File: src/rtl/core/pwag_pkg.sv
// Package for the perspective warp address generator.
// Holds the request and result payload types, the coefficient set and register indexes.
// No dependencies.
`timescale 1ns / 1ps
`default_nettype none

package pwag_pkg;

  localparam int COEF_W = 48;
  localparam int SUM_W  = 64;
  localparam int COORD_W = 12;
  localparam int SRC_W   = 10;

  localparam logic signed [SUM_W-1:0] ONE_Q32 = 64'sd4294967296;

  typedef enum logic [3:0] {
    REG_COEF_XX = 4'd0,
    REG_COEF_XY = 4'd1,
    REG_COEF_XO = 4'd2,
    REG_COEF_YX = 4'd3,
    REG_COEF_YY = 4'd4,
    REG_COEF_YO = 4'd5,
    REG_COEF_WX = 4'd6,
    REG_COEF_WY = 4'd7
  } reg_idx_e;

  typedef struct packed {
    logic [COORD_W-1:0] dst_x;
    logic [COORD_W-1:0] dst_y;
  } in_item_t;

  typedef struct packed {
    logic [COORD_W-1:0] out_x;
    logic [COORD_W-1:0] out_y;
    logic [SRC_W-1:0]   src_x;
    logic [SRC_W-1:0]   src_y;
    logic               in_bounds;
  } out_item_t;

  typedef struct packed {
    logic signed [COEF_W-1:0] xx;
    logic signed [COEF_W-1:0] xy;
    logic signed [COEF_W-1:0] xo;
    logic signed [COEF_W-1:0] yx;
    logic signed [COEF_W-1:0] yy;
    logic signed [COEF_W-1:0] yo;
    logic signed [COEF_W-1:0] wx;
    logic signed [COEF_W-1:0] wy;
  } coef_set_t;

  // Classified request handed from the front end to the divider.
  typedef struct packed {
    logic               valid;
    logic               dead;
    logic [COORD_W-1:0] dst_x;
    logic [COORD_W-1:0] dst_y;
    logic [SUM_W-1:0]   nx;
    logic [SUM_W-1:0]   ny;
    logic [SUM_W-1:0]   den;
  } job_t;

endpackage

`default_nettype wire

File: src/rtl/core/pwag_fifo.sv
// Result queue between the divider and the output port.
// Register array with wrap-bit pointers. Depends on pwag_pkg.
`timescale 1ns / 1ps
`default_nettype none

module pwag_fifo #(
  parameter int DEPTH = 32
) (
  input  logic                clk_i,
  input  logic                rst_ni,
  input  logic                wr_i,
  input  pwag_pkg::out_item_t data_i,
  input  logic                rd_i,
  output pwag_pkg::out_item_t data_o,
  output logic                empty_o
);
  import pwag_pkg::*;

  localparam int AW = $clog2(DEPTH);

  out_item_t     mem_q [DEPTH];
  logic [AW:0]   wp_q, rp_q;

  assign empty_o = (wp_q == rp_q);
  assign data_o  = mem_q[rp_q[AW-1:0]];

  always_ff @(posedge clk_i or negedge rst_ni) begin
    if (!rst_ni) begin
      wp_q <= '0;
      rp_q <= '0;
    end else begin
      if (wr_i) wp_q <= wp_q + 1'b1;
      if (rd_i && !empty_o) rp_q <= rp_q + 1'b1;
    end
  end

  always_ff @(posedge clk_i) begin
    if (wr_i) mem_q[wp_q[AW-1:0]] <= data_i;
  end

endmodule

`default_nettype wire

File: config.mk
export PLATFORM = sky130hd
export DESIGN_NAME = pwag_fifo
export DESIGN_NICKNAME = d
export VERILOG_FILES = /design/src/rtl/core/pwag_pkg.sv /design/src/rtl/core/pwag_fifo.sv
export SDC_FILE = /design/constraint.sdc
export NUM_CORES = 1
export LEC_CHECK = 0
export BUFFER_PORTS_ARGS = -buffer_cell sky130_fd_sc_hd__buf_4
export CAP_MARGIN = 10
export CELL_PAD_IN_SITES_DETAIL_PLACEMENT = 0
export CELL_PAD_IN_SITES_GLOBAL_PLACEMENT = 1
export CORE_MARGIN = 2
export CORE_UTILIZATION = 40
export CTS_CLUSTER_SIZE = 28
export DETAILED_ROUTE_END_ITERATION = 10
export GPL_TIMING_DRIVEN = 0
export PLACE_DENSITY_LB_ADDON = 0.1
export SETUP_SLACK_MARGIN = 0.4
export SYNTH_ARGS = -nofsm -noshare
export SYNTH_HDL_FRONTEND = slang
export SYNTH_SLANG_ARGS = --single-unit
File: constraint.sdc
create_clock -name clk_i -period 4.4 [get_ports clk_i]
set_clock_uncertainty 0.2 [all_clocks]
set_input_delay 1.32 -clock clk_i [delete_from_list [all_inputs] [get_ports clk_i]]
set_output_delay 1.32 -clock clk_i [all_outputs]
set_load 0.1 [all_outputs]
==> flow_summary.yaml, run 1 <==
status:
  status: "finished, violations left"
  violations: "negative setup slack"
synthesis:
  synth_nets: 2522
  synth_area_leader_cell: "edfxtp_1"
  synth-seq-cells: 1452
  synth_edf_count: 1440
  synth-simple-area-share_pct: 0.638
  synth_top_family_by_area: "multiplexers"
  synth_area_leaders: "edfxtp_1 78%, mux4_2 11%, mux2i_1 3.3%"
  synth-xor-area-share_pct: 0.222
  ys_types: 40
  synth_ff_type: "edfxtp_1"
  async_flop_share_pct: 0.826
  synth.mux.area_fraction_pct: 14.3
  synth_compound_area_share_pct: 4.20
  yosysWarnings: 0
  netlist_area_sq_mm: 0.0551
  yosysSeqAreaShare_pct: 79.0
  syn-instance-count: 2468
  syn_avg_cell_area_sq_um: 22.3
  synthAdderAreaFrac_pct: 0.113
  synth_top_area_share_pct: 78.4
cells_and_area:
  n_fill_cell: 11000
  syn_to_final_growth_pct: 22.9
  final_cell_mix: "1440 x edfxtp_1, 269 x mux4_2, 176 x mux2i_1"
  num_antenna_cells: 0
  layout-drive-gt1-share_pct: 36.0
  final_util_pct: 49.4
  finalNetCount: 2891
  final_cells: 4747
  mostFrequentLayoutCell: "edfxtp_1"
sta:
  hold_viol: 0
  timing.final.crit_share_pct: 102
  fin_hold_ws_ps: 216
  slew_viol_final: 0
  fin_ws_ps: -81.3
  slew_headroom_pct: 25.9
  max_freq_mhz: 223
  finalCriticalPeriod_ps: 4480
  setup_viol: 37
  tightest_slew_ps: 1110
  rsz0062_at_grt: "yes"
floorplanning:
  die-area_sq_mm: 0.141
  rows: 136
  dieHeight_um: 375
  initial_core_util_pct: 40.2
  core-area_sq_mm: 0.137
  die_w_um: 375
  io_pins: 95
placement:
  gp_congestion: 0.755
  dpl.hpwl_um: 98300
  place_inst: 4439
  portBuffers: 93
detailed_routing:
  avgRoutedWirePerCell_um: 30.5
  ant_nets: 0
  first_pass_iters: 7
  dr.first_iter.drc_count: 2464
  via_per_inst: 5.63
  drcViolationCount: 0
  via_count: 26700
  route.final.wire_length_um: 145000
clock_tree:
  clk_pin_slew_ps: 60
  cts_buffer_depth: 3
  htree_levels: 4
  cts_root_buf: "clkbuf_16"
  cts_tree: "done"
  clk_latency_ps: 770
  numCtsBuffers: 157
  cts.sinks: 1452
min_path:
  min_path_type: "in -> async"
flow_run:
  cap_violations: 0
setup_path:
  cp-end-kind: "output port"
  criticalPathCategory: "reg -> out"
  r2r-start: "wp_q[3]$_DFFE_PN0P_"
  cp_data_arrival_time_ps: 2960
  cp_max_fo: 10
  startpoint: "rp_q[0]$_DFFE_PN0P_"
  cp-start-kind: "flop"
  critPathRequiredTime_ps: 2880
global_routing:
  grt_pass1_wl_um: 205000
  overflow: 0
  grt_max_degree: 33
  antenna_found_initial: 5
  grt_pass1_vias: 27500
  grt_usage_pct: 20.8
pwr:
  peakVddDrop_mv: 0.587
  powerDensity_mw_per_mm2: 714
  p_leak_nw: 21.7
[sequential cells by signal (all words and copies together) (netlist names)]
signal / flops
wp_q: 6
mem_q: 1440
rp_q: 6
[worst paths after layout]
path / depth (start not counted) / slack (ps) / end
setup / recovery: 8 / -80 / data_o[27]
hold / removal: 1 / 220 / wp_q[1]$_DFFE_PN0P_
setup reg to reg: 5 / 1280 / mem_q[11][22]$_DFFE_PP_
hold reg to reg: 1 / 290 / wp_q[5]$_DFFE_PN0P_
max in group asynchronous: 1 / 3560 / rp_q[5]$_DFFE_PN0P_
min in group clk_i: 1 / 290 / wp_q[5]$_DFFE_PN0P_
[power by group]
part / total [mW] / switching (mW) / internal [mW]
clock network: 12.1 / 5.22 / 6.92
logic: 20.0 / 12.2 / 7.74
registers: 16.3 / 0.190 / 16.1
total: 48.4 / 17.6 / 30.7
[cell type report]
class	instances	area, sq um	area share (%)
well taps	1794	2240	3.31
clock buffers	188	4150	6.13
clock inverters	87	546	0.805
flip-flops and latches	1452	43500	64.3
plain buffers	146	1710	2.52
multi-input cells	864	12100	17.8
repair buffers	211	3480	5.13
inverters	5	18.8	0.0277
[cells in the mapped netlist (2+ instances only)]
master	instances
a2111oi_2	2
a211oi_1	46
a21oi_1	46
a22oi_1	134
buf_1	5
buf_2	41
buf_4	35
buf_6	14
clkbuf_1	52
dfrtp_1	12
edfxtp_1	1440
ha_1	5
inv_1	5
mux2i_1	180
mux4_2	269
nand2_1	13
nand3_1	5
nand3b_1	2
nor2_1	26
nor2b_1	3
nor3_1	11
nor4_1	2
o21ai_0	4
o221ai_1	45
o22ai_1	44
xnor2_1	2
xor2_1	12
[per-stage QoR]
stage | instance area [sq um] | setup slack, ps | power (mW) | setup TNS (ps)
finish | 67800 | -81.3 | 48.4 | -1370
global route | 67800 | -215 | 50.2 | -6880
CTS | 67500 | -169 | 48.7 | -5200
detailed placement | 60400 | -421 | 33.4 | -4490
global placement | 58400 | -3800 | 32.9 | -4037230
floorplan | 55400 | -175 | 27.9 | -41800
[kinds of logic after synthesis]
| logic type | Yosys count |
|---|---|
| flops | 1452 |
| mux | 451 |
| compound gates | 323 |
| buf+inv | 152 |
| simple gates | 71 |
| xor+xnor | 14 |
| fa+ha+maj | 5 |
[timing repair]
item,in CTS,in global routing
cloned,6,0
pin swaps,39,13
buffers inserted,20,8
gates resized for setup,483,51
setup endpoints to repair,46,46
hold buffers,0,0
[critical path, stage by stage, from the launching register on]
cell	delay, ps
dfrtp_1	370
buf_6	150
buf_12	140
buf_16	200
buf_16	180
mux4_2	530
a211oi_4	260
a22oi_2	140
buf_8	190
[metal layers]
layer	global-route usage, %	vias up	wire, um
li1	-	11400	-
met1	29.4	14400	63700
met2	33.0	806	69300
met3	4.21	187	8880
met4	5.46	2	3030
met5	0	-	12
Note: power is estimated with default switching activity, not from simulation.
==> inputs of run 2 (changes only) <==
- CTS_BUF_LIST: not set -> sky130_fd_sc_hd__clkbuf_8 sky130_fd_sc_hd__clkbuf_16
==> flow_summary.yaml, run 2 (synthesis results as in run 1) <==
status:
  status: "finished, violations left"
  violations: "negative setup slack"
detailed_routing:
  dr.first_iter.drc_count: 2427
  ant_nets: 0
  first_pass_iters: 5
  route.final.wire_length_um: 145000
  avgRoutedWirePerCell_um: 30.5
  drcViolationCount: 0
  via_count: 26800
  via_per_inst: 5.64
placement:
  portBuffers: 93
  dpl.hpwl_um: 98300
  place_inst: 4439
  preCtsSetupSlack_ps: -421
  gp_congestion: 0.755
setup_path:
  critPathRequiredTime_ps: 2880
  cp_slowest_stage_delay_ps: 540
  cp_top_family: "buffers and inverters"
  cp_max_fo: 7
  cp_data_arrival_time_ps: 2960
  crit_top_cell: "buf_12"
  worst-path-buf-inv: 6
  reg2reg_depth: 5
  cp.depth: 9
  crit_slowest_cell: "mux4_2"
  criticalPathCategory: "reg -> out"
  crit_chain: "buf_6 > buf_12 > buf_16 > buf_12 > buf_16 > mux4_2 > a22oi_2 > a22oi_2 > buf_12"
  cp-end-kind: "output port"
  cp-start-kind: "flop"
clock_tree:
  clk_latency_ps: 780
  ctsHoldBuffers: 0
  numCtsBuffers: 157
  cts_tree: "done"
  htree_levels: 4
  cts_buffer_depth: 3
  cts.sinks: 1452
  clk_pin_slew_ps: 60
  cts_root_buf: "clkbuf_16"
cells_and_area:
  n_fill_cell: 11000
  final_cell_mix: "1440 x edfxtp_1, 269 x mux4_2, 176 x mux2i_1"
  final_cells: 4748
  largest_reg_flops: 1440
  mostFrequentLayoutCell: "edfxtp_1"
  syn_to_final_growth_pct: 22.9
  layout-drive-gt1-share_pct: 36.0
  finalNetCount: 2891
sta:
  hold_viol: 0
  slew_viol_final: 0
  timing.final.crit_share_pct: 102
  finalCriticalPeriod_ps: 4480
  setup_viol: 38
  slew_headroom_pct: 25.4
  rsz0062_at_grt: "yes"
  tightest_slew_ps: 1120
  fin_ws_ps: -84.6
  max_freq_mhz: 223
  tns_ps: -1460
floorplanning:
  rows: 136
  die_w_um: 375
  initial_core_util_pct: 40.2
  io_pins: 95
  core-area_sq_mm: 0.137
  die-area_sq_mm: 0.141
  dieHeight_um: 375
pwr:
  powerDensity_mw_per_mm2: 713
  p_leak_nw: 21.8
  peakVddDrop_mv: 0.587
global_routing:
  grt_max_degree: 33
  antenna_found_initial: 5
  overflow: 0
  grt_pass1_wl_um: 205000
  grt_pass1_vias: 27500
  grt_usage_pct: 20.8
min_path:
  min_path_type: "in -> async"
flow_run:
  cap_violations: 0
==> run 2: per-stage QoR <==
step	instance area, sq um	hold WS, ps	utilization (%)	power, mW
after detailed placement	60400	285	44.1	33.4
after floorplan	55400	260	-	27.9
after CTS	67500	139	49.2	48.6
final	67800	207	49.4	48.3
after global placement	58400	289	42.6	32.9
after global routing	67800	171	49.4	50.1
==> run 2: routing by layer <==
metal	track usage [%]	wire [um]
met5	0	12
met4	5.46	2960
met3	4.21	8700
met2	33.0	69500
met1	29.4	63900
==> run 2: worst paths after layout <==
check / from / to / slack [ps]
worst max-delay path: rp_q[0]$_DFFE_PN0P_ / data_o[38] / -80
worst min-delay path: rst_ni / wp_q[1]$_DFFE_PN0P_ / 210
worst max register to register: wp_q[3]$_DFFE_PN0P_ / mem_q[11][22]$_DFFE_PP_ / 1290
worst min register to register: wp_q[5]$_DFFE_PN0P_ / wp_q[5]$_DFFE_PN0P_ / 290
max in group asynchronous: rst_ni / rp_q[5]$_DFFE_PN0P_ / 3580
min in group clk_i: wp_q[5]$_DFFE_PN0P_ / wp_q[5]$_DFFE_PN0P_ / 290
==> run 2: power by group <==
part           leakage, nW  switching, mW  internal [mW]
combinational         6.29           12.2           7.74
clock                 2.40           5.22           6.86
sequential            13.1          0.189           16.1
total                 21.8           17.6           30.7
==> run 2: area by class of cell <==
type	instances	area, sq um	share of cell area (%)
sequential	1452	43500	64.2
buffer	146	1710	2.52
antenna	1	2.50	0.00369
timing repair buffer	211	3480	5.13
clock buffer	162	4050	5.98
tap	1794	2240	3.31
inverter	5	18.8	0.0277
multi-input combinational	864	12100	17.8
clock inverter	113	643	0.949
==> run 2: repair_timing <==
| item | in CTS | in global routing |
|---|---|---|
| pin swaps | 39 | 13 |
| setup buffers | 20 | 8 |
| setup endpoints to repair | 46 | 46 |
| cloned | 6 | 0 |
| gates resized for setup | 483 | 51 |
